File: config.mk
export PLATFORM = sky130hd
export DESIGN_NAME = tlik_sqrt_cell
export DESIGN_NICKNAME = d
export VERILOG_FILES = /design/src/hw/rtl/tlik_sqrt_cell.sv
export SDC_FILE = /design/constraint.sdc
export NUM_CORES = 1
export LEC_CHECK = 0
export ABC_AREA = 1
export BUFFER_PORTS_ARGS = -buffer_cell sky130_fd_sc_hd__buf_2
export CAP_MARGIN = 20
export CORE_MARGIN = 2
export CORE_UTILIZATION = 30
export CTS_CLUSTER_SIZE = 28
export DETAILED_ROUTE_END_ITERATION = 10
export SYNTH_ARGS = -nofsm -noshare
export SYNTH_HDL_FRONTEND = slang
export SYNTH_SLANG_ARGS = --single-unit
File: constraint.sdc
create_clock -name clk -period 4.55 [get_ports clk]
set_input_delay 0.91 -clock clk [delete_from_list [all_inputs] [get_ports clk]]
set_output_delay 0.91 -clock clk [all_outputs]
set_load 0.02 [all_outputs]
File: src/hw/rtl/tlik_sqrt_cell.sv
// One step of the digit-by-digit integer square root.
`timescale 1ns / 1ps
module tlik_sqrt_cell #(
  parameter int STEP = 0
) (
  input  logic        clk,
  input  logic        en,
  input  logic [63:0] n_in,
  input  logic [63:0] res_in,
  output logic [63:0] n_out,
  output logic [63:0] res_out
);
  localparam logic [63:0] BIT = 64'd1 << (62 - 2 * STEP);

  logic [63:0] trial;
  logic        ge;

  assign trial = res_in + BIT;
  assign ge    = n_in >= trial;

  always_ff @(posedge clk) begin
    if (en) begin
      n_out   <= ge ? n_in - trial : n_in;
      res_out <= ge ? (res_in >> 1) + BIT : res_in >> 1;
    end
  end
endmodule

# [Word-level counts from Yosys, hierarchy flattened]
# Index checks and enable logic that the tools add are counted.
[op_classes] n_mux=2 n_lt_le_gt_ge=1 add_sub_neg=3
[ops] operator="$add A63 B63 Y64 const B" count=1
[ops] operator="$add A64 B63 Y64 const B" count=1
[ops] operator="$ge A64 B64 Y1" count=1
[ops] operator="$mux W64" count=1
[ops] operator="$sub A64 B64 Y64" count=1
[ops] operator="$mux W63" count=1
[word_totals] ff_bits=128 input_bits=130

# [Longest topological paths before layout]
[logic_depth] word_depth=3 mapped_depth=18 depth_no_buf=17

# [Worst setup path after synthesis]
# Ideal clock, no wire load.
[synth_timing] path_kind="input to register" start="input port n_in[0]" end="register n_out[55], data pin" t_arrival_ns=2.641 slack_ns=1.656 setup_ns=0.253 path_buffers=1 cell_stages=18 cell_sequence="inv_1 -> ha_1 -> fa_1 -> inv_1 -> nand3_1 -> nand2_4 -> nand2_2 -> nand2_2 -> nand2_1 -> nand2_2 -> nand2_2 -> nand3_2 -> nand2_2 -> nand2_4 -> inv_4 -> buf_2 -> nand2_1 -> nand2_1"
[synth_via] elab_chain_len=2
[synth_rtl] item="from (decl)" line="8" source="input logic [63:0] n_in,"
[synth_rtl] item="$sub A64 B64 Y64 / $ge A64 B64 Y1 (equally long branches)" line="23, 19"
[synth_rtl] item="$mux W64 *" line="23" source="n_out <= ge ? n_in - trial : n_in;"
[synth_rtl] item="to (signal assigned)" line="23"
[synth_rtl] item="to (decl)" line="10" source="output logic [63:0] n_out,"
# Mark *: on every way between the ends. The rest lies on a longest branch, timed or not.
# A chain may end at the register's enable or synchronous reset.

# [Worst setup path after layout]
[layout_timing] start="input port n_in[0]" end="register n_out[16], data pin"
# Same word-level chain as after synthesis.

==> run_results.csv <==
group,metric,value,unit
setup_path,crit_top_cell,"nand2_2",
setup_path,worstSetupStartpointType,"primary input",
finish,syn_to_final_growth,21.87,%
power,switching_power,0.001628,W
power,combPwrFrac,33.5,%
power,p_int,0.002671,W
logic_synthesis,synth-edff-count,128,
min_path,min-delay-path-class,"in2reg",
power,pwr-share-clk,31.3,%
logic_synthesis,syn-instance-count,1712,
sta,maxSlewViolCount,0,
logic_synthesis,yosysMostFrequentCell,"nand2_1",
place,dpl_cell_area,12760,um^2
clocking,cts-root-buf,"clkbuf_16",
finish,fillers,4029,
clocking,cts_tree,"yes",
logic_synthesis,synth_nets,1907,
clocking,cts_setup_buffers,0,
die,die_h,195.1,um
setup_path,critPathSlowestCell,"fa_1",
clocking,cts_sinks,128,
place,io_buffers,257,
routing,drtIter0Drc,785,
sta,relSlewSlack,53.40,%
sta,max_freq,0.2974,GHz
setup_path,timing_worst_setup_path_type,"in2reg",
logic_synthesis,netlist_top_cells_area,"edfxtp_1 (35%), nand2_1 (26%), inv_1 (14%)",
logic_synthesis,ys_async_sr_fraction,0,%
routing,wl,40300,um
power,total_power,0.004299,W
sta,hold_viol_final,0,
grt,grt_pass1_vias,10734,
logic_synthesis,synth_cell_types,29,
finish,antenna_cells,0,
power,power_frac_seq,35.3,%
routing,avgViaCountPerCell,4.412,
routing,drt_first_pass_iters,5,
die,start_util,30.22,%
setup_path,critPathMaxFanout,64,
grt,grt-ovfl-total,0,
clocking,clkTransAtPathRegs,0.07,ns
die,core,36260,um^2
clocking,post_cts_resized,0,
status,run_status,"finished clean",
logic_synthesis,synth.top_cell.area_share,35.08,%
logic_synthesis,synth_common_cells,"nand2_1 (762), inv_1 (401), edfxtp_1 (128)",
sta,fin_crit_sh,73.91,%
clocking,cts_buffer_depth,2,
routing,detail_route.wl_per_cell,16.38,um
power,power.density,321.9,nW/um^2
logic_synthesis,syn_area,10960,um^2
routing,postRouteAntennaNets,0,
sta,fin_setup_tns,0,ns
die,die_w,195.1,um
sta,worst_pin_slew,0.6990,ns
setup_path,max_stage_delay,0.42,ns
clocking,cts_buffers,17,
sta,grt_setup_unrepaired,"no",
die,die-area,38070,um^2
finish,layout.nets,2175,
place,pre_cts_ws,0.6748,ns
setup_path,required,4.74,ns
power,p_sw_share,37.87,%
logic_synthesis,syn_avg_cell_area,6.401,um^2
clocking,h-tree-depth,4,
setup_path,critical_path_arrival,3.55,ns
grt,antenna_found_initial,0,
place,dp_hpwl,34150,um
logic_synthesis,synth_seq_area_share,35.08,%
setup_path,end_kind,"flip-flop",
die,rows,70,
logic_synthesis,yosysWarnings,0,
flow_run,maxCapViolCount,0,
sta,setup_viol,0,
finish,final_layout_size_suffix_gt1_share,16.51,%
routing,num_vias,10858,
die,pin_count,258,
grt,grt_pass1_wl,60770,um
logic_synthesis,ys_ff_latch,128,
routing,drcViolationCount,0,
place,gp_congestion,0.8755,
logic_synthesis,synth_flop_cell,"edfxtp_1",
sta,finalCriticalPeriod,3.363,ns
logic_synthesis,yosysTopAreaCell,"edfxtp_1",
power,peakVddDrop,0.0002647,V
sta,setup_ws,1.187,ns
grt,grt_max_degree,115,
clocking,ctsHoldBuffers,0,
power,p_leak,7.770,nW
finish,fin_area,13350,um^2
setup_path,cp_cell_sequence,"buf_2 > inv_1 > ha_1 > fa_1 > inv_1 > nand3_1 > nand2_4 > nand2_2 > nand2_2 > nand2_1 > nand2_2 > nand2_2 > nand3_2 > nand2_2 > nand2_4 > inv_4 > nand2_1 > nand2_1",
grt,grtUsageTotal,21.32,%
[layer usage]
| layer | wire length, um | GRT usage, % | part of all wire (%) | vias to the layer above |
|---|---|---|---|---|
| met2 | 17580 | 33.68 | 44 | 301 |
| li1 | - | - | - | 5678 |
| met5 | 0 | 0 | 0 | - |
| met3 | 1982 | 3.092 | 4.9 | 37 |
| met4 | 896 | 6.644 | 2.2 | 0 |
| met1 | 19840 | 30.05 | 49 | 4842 |
[cell usage in the layout (no fill, tap or decap), types with 2 or more instances in the layout]
master        n
buf_2       256
clkbuf_16    17
clkinvlp_4    3
nor2_2        7
clkinv_4      4
nand2_4       2
inv_1       401
nor3_1        7
clkinv_2      2
ha_1         64
nor4_1        3
nor3_2        3
xor2_1       30
buf_4         4
nand3_2      11
nor2_1      112
nand2_1     762
nand3_1      79
inv_6         4
nand2_2       6
o21ai_0       7
inv_2         5
and2_1        2
a21oi_1      43
edfxtp_1    128
xnor2_1       2
nand4_1      20
[power groups by stage]
| stage | combinational [W] | sequential [W] | clock (W) |
|---|---|---|---|
| after floorplan | 0.000744 | 0.00173 | 0 |
| after global placement | 0.00143 | 0.00154 | 0 |
| after detailed placement | 0.00144 | 0.00154 | 0 |
| after CTS | 0.00145 | 0.00152 | 0.00138 |
| after global routing | 0.00160 | 0.00153 | 0.00141 |
| final | 0.00144 | 0.00152 | 0.00134 |
[cell type report]
type                       count  area, um^2  area share (%)
clock inverter                15       136.4           1.021
multi-input combinational   1164        5483           41.06
tap                          468       585.6           4.385
sequential                   128        3844           28.78
timing repair buffer         262        1350           10.11
clock buffer                  17       425.4           3.186
inverter                     407        1530           11.46
[final timing paths]
| check | slack, ns | start | endpoint | cells past startpoint |
|---|---|---|---|---|
| worst max-delay path | 1.19 | n_in[0] | n_out[16] | 18 |
| worst min-delay path | 0.64 | res_in[39] | res_out[38] | 1 |
[cell families (layout without fill, tap and decap cells)]
family                   Yosys count  after routing  share of synthesized area, %
AO/OA/AOI/OAI                     52             52                         2.409
XOR/XNOR                          32             32                         2.558
adder cells (fa/ha/maj)           65             65                         7.490
buffers and inverters            420            701                         14.89
flip-flops                       128            128                         35.08
AND/OR/NAND/NOR                 1015           1015                         37.58
[flip-flops by register name, indices dropped and copies added (netlist names)]
| signal | flops |
|---|---|
| n_out | 64 |
| res_out | 64 |
[through the flow]
step                hold WS [ns]  utilization [%]  std cells
global placement           1.102            35.20       2428
global route              0.6298            36.83       2461
detailed placement         1.104            35.20       2428
finish                    0.6443            36.83       2461
CTS                       0.6157            36.75       2460
floorplan                  1.009                -       1712
[critical path, delay by kind of cell]
family / cells / cell delay, ns
AND/OR/NAND/NOR: 12 / 1.37
buffers and inverters: 4 / 0.59
adder cells (fa/ha/maj): 2 / 0.64
(Power assumes the default switching activity.)
