File: src/hw/rtl/tlik_pkg.sv
// Shared types, constants and helpers for the two-link arm IK pipeline.
`timescale 1ns / 1ps
package tlik_pkg;

  localparam int FRAC_BITS_DEF = 16;
  localparam int ANG_FRAC      = 24;
  localparam int DIV_STEPS     = 30;
  localparam int SQRT_STEPS    = 32;
  localparam int CORDIC_STEPS  = 31;
  localparam int NORM_STEPS    = 6;
  localparam int ATAN_LAT      = 1 + NORM_STEPS + CORDIC_STEPS + 1;
  localparam int ANG_W         = 33;

  localparam logic signed [ANG_W-1:0] DEG90  = 33'sd1509949440;
  localparam logic signed [ANG_W-1:0] DEG180 = 33'sd3019898880;
  localparam logic [30:0] COS_ONE = 31'h4000_0000;
  localparam logic [63:0] COS_ONE_SQ = 64'd1 << 60;

  // atan(2^-i) in degrees, Q.24
  localparam logic [29:0] ATAN_TAB [CORDIC_STEPS] = '{
    30'd754974720, 30'd445687602, 30'd235489088, 30'd119537938, 30'd60000934,
    30'd30029717, 30'd15018523, 30'd7509720, 30'd3754917, 30'd1877466,
    30'd938734, 30'd469367, 30'd234684, 30'd117342, 30'd58671, 30'd29335,
    30'd14668, 30'd7334, 30'd3667, 30'd1833, 30'd917, 30'd458, 30'd229,
    30'd115, 30'd57, 30'd29, 30'd14, 30'd7, 30'd4, 30'd2, 30'd1
  };

  typedef enum logic [1:0] {
    ST_OK          = 2'd0,
    ST_NOT_CONFIG  = 2'd1,
    ST_ZERO_LINK   = 2'd2,
    ST_UNREACHABLE = 2'd3
  } status_t;

  typedef enum logic [1:0] {
    REG_ARM_READY = 2'd0,
    REG_UPPER_LEN = 2'd1,
    REG_LOWER_LEN = 2'd2,
    REG_SHOULDER  = 2'd3
  } cfg_reg_t;

  // Per-item side data that rides alongside the datapath
  typedef struct packed {
    status_t            status;
    logic               up;
    logic signed [31:0] x;
    logic signed [31:0] y;
    logic signed [32:0] z1;
    logic [63:0]        rr;
    logic               neg;
    logic               eq;
    logic [30:0]        cm;
  } item_t;

  // Q.24 degrees to Q.sh-less format, round half away from zero, saturate
  function automatic logic [25:0] round_sat(input logic signed [34:0] a,
                                            input int sh, input int width);
    logic        neg;
    logic [34:0] m;
    logic [34:0] lim;
    logic [34:0] r;
    neg = a[34];
    m   = neg ? 35'(-a) : 35'(a);
    if (sh > 0) m = (m + (35'd1 << (sh - 1))) >> sh;
    lim = (35'd1 << (width - 1)) - 35'd1;
    if (!neg && m > lim) m = lim;
    if (neg && m > lim + 35'd1) m = lim + 35'd1;
    r = neg ? 35'(-m) : m;
    return r[25:0];
  endfunction

endpackage

File: src/hw/rtl/tlik_div_cell.sv
// One restoring-division step: shifts the remainder and emits one quotient bit.
`timescale 1ns / 1ps
module tlik_div_cell import tlik_pkg::*; (
  input  logic        clk,
  input  logic        en,
  input  logic [63:0] rem_in,
  input  logic [62:0] den_in,
  input  logic [DIV_STEPS-1:0] q_in,
  output logic [63:0] rem_out,
  output logic [62:0] den_out,
  output logic [DIV_STEPS-1:0] q_out
);
  logic [63:0] rem2;
  logic        ge;

  assign rem2 = {rem_in[62:0], 1'b0};
  assign ge   = rem2 >= {1'b0, den_in};

  always_ff @(posedge clk) begin
    if (en) begin
      rem_out <= ge ? rem2 - {1'b0, den_in} : rem2;
      den_out <= den_in;
      q_out   <= {q_in[DIV_STEPS-2:0], ge};
    end
  end
endmodule

File: config.mk
export PLATFORM = sky130hd
export DESIGN_NAME = tlik_div_cell
export DESIGN_NICKNAME = d
export VERILOG_FILES = /design/src/hw/rtl/tlik_pkg.sv /design/src/hw/rtl/tlik_div_cell.sv
export SDC_FILE = /design/constraint.sdc
export NUM_CORES = 1
export LEC_CHECK = 0
export CORE_ASPECT_RATIO = 1.75
export CORE_UTILIZATION = 40
export DETAILED_ROUTE_END_ITERATION = 16
export DONT_BUFFER_PORTS = 1
export PLACE_DENSITY = 0.57
export SYNTH_ARGS = -nofsm -noshare
export SYNTH_HDL_FRONTEND = slang
export SYNTH_SLANG_ARGS = --single-unit
File: constraint.sdc
create_clock -name clk -period 3.35 [get_ports clk]
set_input_delay 0 -clock clk [delete_from_list [all_inputs] [get_ports clk]]
set_output_delay 0 -clock clk [all_outputs]
set_load 0.01 [all_outputs]
Word-level counts from Yosys, hierarchy flattened. Cells that the tools add are included.

Add/sub/neg operators: 1. Order comparisons: 1. Multiplexer cells: 1.

Operators by type and width (number): $ge 64x63->1 (1); $mux 64 (1); $sub 64x63->64 (1).

Bits in registers: 157. Input port bits: 159. Output and inout bits: 157.

Logic depth before layout (Yosys ltp). Gate-level depths: netlist of run 1.

Depth after elaboration: 2. Gate-level depth with buffers: 13. Depth with buffers taken out: 12.

Worst setup path after synthesis of run 1. OpenSTA, ideal clock, no wires.

Kind: input to register. Start: input den_in[0]. End: register rem_out[58] (data pin). Data arrival time: 2346 ps. Required time: 3083 ps. Slack: 737 ps. Stages on the path: 11. Buffers on the path: 0. Cell sequence: inv_1 fa_1 a211oi_1 o21ai_1 a31o_1 o2111ai_1 a211o_1 a2111oi_0 or2_1 nor4b_1 o41ai_2.

Word-level cells in the longest chain between the ends: 2. Elaborated cells between the ends (all ways): 3. Classes of those cells: 1 x add/sub; 1 x order compare; 1 x mux.

RTL lines: start: declaration (line tlik_div_cell.sv:7) `input logic [62:0] den_in,`; $sub 64x63->64 or $ge 64x63->1 (tied branches) (line tlik_div_cell.sv:21, tlik_div_cell.sv:17); $mux 64 (*) (line tlik_div_cell.sv:21) `rem_out <= ge ? rem2 - {1'b0, den_in} : rem2;`; end signal: assignment (line tlik_div_cell.sv:21); end: declaration (line tlik_div_cell.sv:9) `output logic [63:0] rem_out,`.

Every way passes the cells marked *; elsewhere a longest branch is shown, timed or not. A chain may end at the register's enable or synchronous reset.

Worst setup path after layout of run 1.
Start: input den_in[54]. End: register rem_out[1] (data pin).

Word-level cells in the longest chain between the ends: 2.

RTL lines: $ge 64x63->1 (line tlik_div_cell.sv:17) `assign ge = rem2 >= {1'b0, den_in};`; $mux 64 (line tlik_div_cell.sv:21).

Every way passes these cells.

==> results of run 1 <==
-- worst max-delay path, delay by kind of cell --
| family | cells | cell delay, ns |
|---|---|---|
| buffers and inverters | 4 | 1.33 |
| and+or+nand+nor | 6 | 1.00 |
| AOI/OAI and AO/OA | 1 | 0.50 |
| adders and majority gates | 1 | 0.45 |
-- logic make-up after synthesis --
family,Yosys count
compound gates,295
simple gates,275
flops,157
buf+inv,122
fa+ha+maj,64
xor+xnor,57
mux,1
-- area by class of cell --
cell class,count,area [sq um],area share [%]
clock inverter,9,75.1,0.617
inverter,83,312,2.56
sequential,157,4710,38.7
timing repair buffer,186,1810,14.9
multi-input combinational,692,4440,36.5
tap,304,380,3.12
clock buffer,20,437,3.59
-- power by group --
part | leakage, nW | internal, W | switching [W] | total [W]
clock network | 0.254 | 0.000998 | 0.000764 | 0.00176
registers | 1.54 | 0.00245 | 0.000213 | 0.00267
logic | 3.04 | 0.000557 | 0.000690 | 0.00125
-- stage by stage --
| stage | util, % | cell area, sq um | instances | hold WS (ns) |
|---|---|---|---|---|
| 3_3_place_gp | 42.9 | 10100 | 1264 | 0.0989 |
| 6_report | 52.0 | 12200 | 1451 | -0.321 |
| 2_1_floorplan | - | 9610 | 971 | 0.0989 |
| 4_1_cts | 51.8 | 12100 | 1450 | -0.350 |
| 3_5_place_dp | 42.9 | 10100 | 1264 | 0.0989 |
| 5_1_grt | 52.0 | 12200 | 1451 | -0.349 |
-- layout by cell type, fill, tap and decap left out, drive strengths merged, types with 3 or more instances in the layout --
cell type / n
xor2: 25
ha: 63
a31oi: 9
xnor2: 32
o31a: 3
clkbuf: 20
o211ai: 4
a211oi: 3
o21ai: 54
a211o: 3
nor4: 7
nand4: 21
and3: 4
a21boi: 8
a221oi: 4
a21oi: 131
o21bai: 16
nand2b: 4
buf: 29
o31ai: 4
nand2: 88
nor2: 97
nor2b: 6
a21o: 27
o41ai: 4
o21a: 5
nand3: 18
clkinv: 8
nor3: 18
a2111oi: 3
inv: 83
dlygate4sd3: 157
edfxtp: 157
-- registers in the layout (all words and copies together), names as in the netlist --
register / count
den_out: 63
q_out: 30
rem_out: 64
-- path summary, 6_finish.rpt --
check	from	to	slack, ns	depth (start not counted)
max	den_in[54]	rem_out[1]	0.25	12
min	en	q_out[0]	-0.32	0
-- metal layers --
metal  GRT usage (%)  share of wire (%)  vias to the layer above
li1                -                  -                     3872
met1            22.2                 35                     3721
met2            47.7                 57                      228
met3            5.31                4.5                       59
met4            11.2                3.6                        0
met5               0                  0                        -
-- what timing repair did --
action / 4_1_cts / 5_1_grt
endpoints found under the hold margin: 313 / 157
setup buffers: 0 / 1
resized for setup: 0 / 5
setup endpoints to repair: 0 / 1
==> results.ini, run 1 <==
[critical_path]
cpMaxStageDelayCell = dlygate4sd3_1
slowest_delay_ns = 0.55
worstPathMaxFanout = 10
crit_required_ns = 3.53
start_kind = primary input
path_class = primary input to register
cpMostUsedCell = nand2_1
worstSetupEndpointType = register
critical_path.cell_chain = inv_1 -> ha_1 -> nand2_1 -> nor2_1 -> nand2_1 -> or3_1 -> o41ai_4 -> inv_2 -> nand2_1 -> dlygate4sd3_1 -> nand2_1 -> dlygate4sd3_1
critPathArrivalTime_ns = 3.28

[place]
dp_slack_ns = 0.104
place_congestion = 0.896
place_hpwl_mm = 21.6
io_buffer_count = 0

[die]
dieWidth_microns = 119
dieArea_sq_mm = 0.0247
die_h_microns = 207
num_rows = 74
io_pins = 316
start_util_pct = 41.0
fp.coreArea_sq_mm = 0.0234

[yosys]
synth.area.top_cells = edfxtp_1 49%, ha_1 8.2%, a21oi_1 6.8%
synth_xor_area_share_pct = 5.20
synthSimpleGateAreaFrac_pct = 13.0
synth_compound_area_share_pct = 19.2
async_flop_share_pct = 0
synthCells = 971
synth_nets = 1194
synthFlopType = edfxtp_1
seq_area_frac_synth_pct = 49.1
avgSynthCellArea_sq_um = 9.89
synth_warnings = 0
synthAdderAreaFrac_pct = 8.41
synth_cell_types = 68
yosysMostFrequentCell = edfxtp_1
synth_edf_count = 157
synth_top_family_by_area = compound AO/OA/AOI/OAI gates
yosys_register_bits = 157
synthTopCellsByCount = 157 x edfxtp_1, 130 x a21oi_1, 97 x nor2_1
synth_largest_area_cell = edfxtp_1
synth_top_area_share_pct = 49.1
syn_area_sq_mm = 0.00961
muxShareOfSynthArea_pct = 0.117

[final_layout]
fillers = 2148
syn_to_final_growth_pct = 26.7
layout-drive-gt1-share_pct = 6.45
num_antenna_cells = 0
fin_nets = 1360

[grt]
grt_pass1_wl_mm = 44.7
track_usage_pct = 24.0
grt_overflow_total = 0
antenna_found_initial = 0
first_global_vias = 8566
grt_max_degree = 158

[drt]
drtPass1Iterations = 5
ant_nets = 0
wl_per_cell_microns = 20.2
remaining_drc_errors = 0
routed_wl_mm = 29.4
drt_iter0_markers = 382
vias = 7880
viasPerCell = 5.43

[clock_network]
clk_pin_slew_ns = 0.06
cts.sinks = 157
cts_buffers = 17
cts_root_buffer = clkbuf_16
cts.path.max_buffers = 2
cts_tree = done
cts_max_level = 4
hold_buffers = 157

[timing]
setup_ws_ns = 0.250
setup_viol = 0
drv_slew = 0
rsz0062_at_grt = false
period_share_pct = 92.5
slew_headroom_pct = 61.1
fmax_mhz = 323
worstMarginPinSlew_ns = 0.569
setup-tns-final_ns = 0
whs_ns = -0.321
hold_viol = 157
min_period_ns = 3.10

[power]
vdd_drop_max_v = 0.000349
power.density_mw_per_mm2 = 466
total_leakage_power_nw = 4.83
report.power.total_w = 0.00568

[outcome]
violations = hold timing
status = finished with violations

[flow_run]
drv_cap = 0

[min_path]
holdCritPathClass = primary input to register

(Power assumes the default switching activity.)
==> run 2: changes to the inputs <==
CTS_BUF_LIST = sky130_fd_sc_hd__clkbuf_4   (was not set)
==> results.ini, run 2 (same netlist as run 1, synthesis figures left out) <==
[outcome]
status = finished with violations
violations = hold timing

[die]
num_rows = 74  ; unchanged
dieWidth_microns = 119  ; unchanged
start_util_pct = 41.0  ; unchanged
io_pins = 316  ; unchanged
dieArea_sq_mm = 0.0247  ; unchanged
fp.coreArea_sq_mm = 0.0234  ; unchanged
die_h_microns = 207  ; unchanged

[place]
dp_slack_ns = 0.104  ; unchanged
io_buffer_count = 0  ; unchanged
place_hpwl_mm = 21.6  ; unchanged
placed_area_sq_mm = 0.0101  ; unchanged
place_congestion = 0.896  ; unchanged

[final_layout]
fin_nets = 1444  ; +6.2%
top_register = rem_out
final_cell_area_sq_mm = 0.0127  ; +4.7%
syn_to_final_growth_pct = 32.7
largest_reg_flops = 64  ; unchanged
layout_commonest_cell = dlygate4sd3_1
reg_top3 = rem_out: 64 flops, den_out: 63 flops, q_out: 30 flops
layout_common_cells = 241 x dlygate4sd3_1, 157 x edfxtp_1, 127 x a21oi_1, 97 x nor2_1, 87 x nand2_1
layout-drive-gt1-share_pct = 6.50  ; +0.047 points

[timing]
whs_ns = -0.519  ; -0.198 ns
worstMarginPinSlew_ns = 0.598  ; +0.0283 ns
setup-tns-final_ns = 0  ; unchanged
fmax_mhz = 307  ; -4.7%
hold_viol = 157  ; unchanged
min_period_ns = 3.25  ; +0.154 ns
drv_slew = 0  ; unchanged
slew_headroom_pct = 59.7  ; -1.3 points
period_share_pct = 97.1  ; +4.6 points
setup_viol = 0  ; unchanged
setup_ws_ns = 0.0956  ; -0.154 ns

[drt]
drt_iter0_markers = 418  ; +9.4%
ant_nets = 0  ; unchanged
remaining_drc_errors = 0  ; unchanged
vias = 8267  ; +4.9%
wl_met2_mm = 17.1  ; +2.0%
drtPass1Iterations = 5  ; unchanged
top_layer = met4
wl_met1_mm = 10.5  ; +2.4%
wl_per_cell_microns = 19.6  ; -3.2%
routed_wl_mm = 30.1  ; +2.6%
wl_met3_mm = 1.34  ; +2.1%
viasPerCell = 5.38  ; -1.0%

[power]
clockPowerShare_pct = 20.7  ; -10 points
vdd_drop_max_v = 0.000181  ; -48%
p_sw_w = 0.00163  ; -2.2%
sequentialPowerShare_pct = 52.5  ; +5.5 points
combPwrFrac_pct = 26.8  ; +4.8 points
report.power.total_w = 0.00508  ; -11%
power.density_mw_per_mm2 = 398  ; -15%
internal_power_w = 0.00345  ; -14%
sw_frac_of_total_pct = 32.1  ; +2.7 points
total_leakage_power_nw = 5.07  ; +4.8%

[critical_path]
critical_path.cell_chain = dlygate4sd3_1 -> dlygate4sd3_1 -> inv_1 -> ha_1 -> a211oi_1 -> o21ai_0 -> a21boi_1 -> nor2b_1 -> a211o_1 -> a2111oi_1 -> or2_1 -> nor4b_1 -> o41ai_2
crit_required_ns = 3.74  ; +0.21 ns
worstPathMaxFanout = 7  ; -3
start_kind = primary input
cpMaxStageDelayCell = dlygate4sd3_1
worstSetupEndpointType = register
path_class = primary input to register
slowest_delay_ns = 0.57  ; +0.02 ns
critPathArrivalTime_ns = 3.64  ; +0.36 ns
cpMostUsedCell = dlygate4sd3_1

[grt]
grt_overflow_total = 0  ; unchanged
track_usage_pct = 24.8  ; +0.83 points
grt_max_degree = 158  ; unchanged
grt_pass1_wl_mm = 46.5  ; +3.9%
first_global_vias = 8821  ; +3.0%
antenna_found_initial = 1  ; +1

[min_path]
holdCritPathClass = primary input to register

[clock_network]
cts.path.max_buffers = 2  ; unchanged
cts_root_buffer = clkbuf_4
clk_pin_slew_ns = 0.14  ; +0.08 ns
cts_buffers = 17  ; unchanged
cts_tree = done
cts_max_level = 4  ; unchanged
hold_buffers = 241  ; +54%
cts.sinks = 157  ; unchanged

[flow_run]
drv_cap = 0  ; unchanged

[run 2: cell count changes in the layout (fill, tap and decap cells not counted), moves of 2 or more]
cell,before,now
diode_2,0,3
o21ai_1,7,9
clkbuf_16,17,0
a21oi_2,1,4
clkbuf_1,3,0
o21ai_0,47,45
a21oi_1,130,127
clkbuf_4,0,20
dlygate4sd3_1,157,241
[run 2: cell type report]
| cell class | count | area [sq um] |
|---|---|---|
| Clock buffer | 20 | 150 |
| Tap cell | 304 | 380 |
| Sequential cell | 157 | 4710 |
| Timing Repair Buffer | 270 | 2660 |
| Antenna cell | 3 | 7.51 |
| Clock inverter | 9 | 75.1 |
| Inverter | 83 | 314 |
| Fill cell | 2098 | 10700 |
| Multi-Input combinational cell | 692 | 4450 |
[run 2: power by group through the flow]
stage | Clock (W) | Sequential, W | Combinational, W
6_report | 0.00105 | 0.00267 | 0.00136
2_1_floorplan | 0 | 0.00266 | 0.000801
4_1_cts | 0.00109 | 0.00266 | 0.00134
5_1_grt | 0.00115 | 0.00268 | 0.00150
3_5_place_dp | 0 | 0.00271 | 0.00108
3_3_place_gp | 0 | 0.00271 | 0.00108
[run 2: path summary, 6_finish.rpt]
kind                  startpoint          end  slack [ns]  cells after the start
worst max-delay path  den_in[19]  rem_out[58]         0.1                     13
worst min-delay path          en     q_out[0]       -0.52                      0
[run 2: worst max-delay path, delay by kind of cell]
family | cells | cell delay [ns]
compound gates | 6 | 1.30
buf+inv | 3 | 1.14
simple gates | 3 | 0.85
fa+ha+maj | 1 | 0.35
[run 2: stage by stage]
stage               cells  util (%)
finish               1538      54.4
global route         1536      54.4
CTS                  1534      54.2
detailed placement   1264      42.9
global placement     1264      42.9
floorplan             971         -
[run 2: repair_timing]
| item | CTS | global route |
|---|---|---|
| buffers inserted | 0 | 1 |
| setup endpoints to repair | 0 | 9 |
| resized for setup | 0 | 13 |
| hold endpoints to repair | 313 | 157 |
[run 2: layer usage]
metal / vias to the layer above / GRT usage, %
li1: 4047 / -
met1: 3898 / 23.4
met2: 254 / 49.1
met3: 68 / 5.20
met4: 0 / 11.7
met5: - / 0
==> run 3: changes to the inputs <==
--- a/config.mk
+++ b/config.mk
@@ -8,3 +8,3 @@
 export CORE_ASPECT_RATIO = 1.75
-export CORE_UTILIZATION = 40
+export CORE_UTILIZATION = 45
 export CTS_BUF_LIST = sky130_fd_sc_hd__clkbuf_4
@@ -12,3 +12,4 @@
 export DONT_BUFFER_PORTS = 1
-export PLACE_DENSITY = 0.57
+export PLACE_DENSITY = 0.63
+export SLEW_MARGIN = 25
 export SYNTH_ARGS = -nofsm -noshare
==> constraint.sdc (replaced) <==
create_clock -name clk -period 3.35 [get_ports clk]
set_input_delay 0.1675 -clock clk [delete_from_list [all_inputs] [get_ports clk]]
set_output_delay 0.1675 -clock clk [all_outputs]
set_load 0.01 [all_outputs]
==> results.ini, run 3 (same netlist as run 1, synthesis figures left out) <==
[outcome]
status = finished with violations
violations = hold timing

[drt]
wl_per_cell_microns = 20.0  ; +2.2%
drt_iter0_markers = 466  ; +11%
drtPass1Iterations = 8  ; +3
vias = 7932  ; -4.1%
remaining_drc_errors = 0  ; unchanged
routed_wl_mm = 28.1  ; -6.6%
ant_nets = 0  ; unchanged
viasPerCell = 5.65  ; +5.0%

[grt]
grt_max_degree = 158  ; unchanged
track_usage_pct = 25.8  ; +0.98 points
grt_pass1_wl_mm = 42.8  ; -7.8%
first_global_vias = 8165  ; -7.4%
antenna_found_initial = 1  ; unchanged
grt_overflow_total = 0  ; unchanged

[final_layout]
layout_commonest_cell = edfxtp_1
stdcell_count = 1405  ; -8.6%
syn_to_final_growth_pct = 23.4
reg_top3 = rem_out: 64 flops, den_out: 63 flops, q_out: 30 flops
layout_common_cells = 157 x edfxtp_1, 155 x dlygate4sd3_1, 130 x a21oi_1, 97 x nor2_1, 87 x nand2_1
largest_reg_flops = 64  ; unchanged
top_register = rem_out
layout-drive-gt1-share_pct = 7.12  ; +0.63 points
fin_nets = 1361  ; -5.7%

[timing]
slew_headroom_pct = 58.5  ; -1.3 points
worstMarginPinSlew_ns = 0.621  ; +0.0236 ns
fmax_mhz = 325  ; +5.7%
hold_viol = 157  ; unchanged
whs_ns = -0.307  ; +0.212 ns
setup-tns-final_ns = 0  ; unchanged
drv_slew = 0  ; unchanged
setup_viol = 0  ; unchanged
period_share_pct = 91.9  ; -5.3 points
min_period_ns = 3.08  ; -0.176 ns
rsz0062_at_grt = false

[clock_network]
cts.path.max_buffers = 2  ; unchanged
cts_root_buffer = clkbuf_4
cts_tree = done
clk_pin_slew_ns = 0.14  ; about the same
cts.sinks = 157  ; unchanged
post-cts-setup-buffers = 0  ; unchanged
hold_buffers = 155  ; -36%
cts_buffers = 17  ; unchanged
cts_max_level = 4  ; unchanged

[min_path]
hold_depth = 0  ; unchanged
holdCritPathClass = primary input to register

[critical_path]
crit_required_ns = 3.68  ; -0.06 ns
worstSetupEndpointType = register
worstPathMaxFanout = 3  ; -4
path_class = primary input to register
start_kind = primary input
critPathArrivalTime_ns = 3.41  ; -0.23 ns

[flow_run]
drv_cap = 0  ; unchanged

[die]
start_util_pct = 45.9  ; +4.9 points
num_rows = 70  ; -5.4%
io_pins = 316  ; unchanged
die_h_microns = 195  ; -5.7%
dieArea_sq_mm = 0.0220  ; -11%
dieWidth_microns = 112  ; -5.6%
fp.coreArea_sq_mm = 0.0209  ; -11%

[place]
place_hpwl_mm = 20.5  ; -4.9%
io_buffer_count = 0  ; unchanged
place_congestion = 0.963  ; +7.5%
post-place-cells = 1216  ; -3.8%

[power]
total_leakage_power_nw = 4.73  ; -6.6%
vdd_drop_max_v = 0.000219  ; +21%
power.density_mw_per_mm2 = 428  ; +7.4%

## run 3: worst paths after layout
| kind | start | endpoint | slack [ns] |
|---|---|---|---|
| setup / recovery | den_in[0] | rem_out[28] | 0.27 |
| hold / removal | en | rem_out[57] | -0.31 |
## run 3: routing by layer
layer  wire length (microns)  track usage (%)  up-vias
met5                       0                0        -
li1                        -                -     3874
met1                    9820             25.2     3725
met4                     972             11.8        0
met2                   15900             51.2      283
met3                    1420             4.62       50
## run 3: stage by stage
step / instance area (sq um) / hold slack (ns) / total power [W] / utilization, % / setup slack [ns]
floorplan: 9610 / 0.266 / 0.00346 / - / 0.569
global placement: 10000 / 0.266 / 0.00377 / 47.9 / 0.170
detailed placement: 10000 / 0.266 / 0.00378 / 47.9 / 0.226
CTS: 11800 / -0.341 / 0.00510 / 56.6 / 0.253
global route: 11900 / -0.349 / 0.00530 / 56.6 / 0.0472
finish: 11900 / -0.307 / 0.00507 / 56.6 / 0.272
## run 3: timing repair
item | CTS | global route
resized for setup | 0 | 1
endpoints found under the setup margin | 0 | 1
endpoints found under the hold margin | 313 | 157
## run 3: critical path, cell delays in order
cell and delay (ns):
dlygate4sd3_1 0.58, inv_1 0.10, fa_1 0.46, a211oi_1 0.32, o21ai_1 0.17, a31o_1 0.29
o2111ai_1 0.27, nand2_1 0.16, a21oi_1 0.31, o21ai_0 0.15, xor2_1 0.16, mux2_2 0.27
## run 3: where the power goes
group / internal (W) / switching (W)
sequential: 0.00245 / 0.000209
combinational: 0.000559 / 0.000681
clock: 0.000473 / 0.000703
## run 3: final cells by class
| type | instances | area [sq um] |
|---|---|---|
| tap | 252 | 315 |
| multi-input combinational | 692 | 4420 |
| clock buffer | 21 | 158 |
| inverter | 83 | 312 |
| fill | 1829 | 9080 |
| clock inverter | 11 | 116 |
| timing repair buffer | 187 | 1820 |
| sequential | 157 | 4710 |
| antenna | 2 | 5.00 |
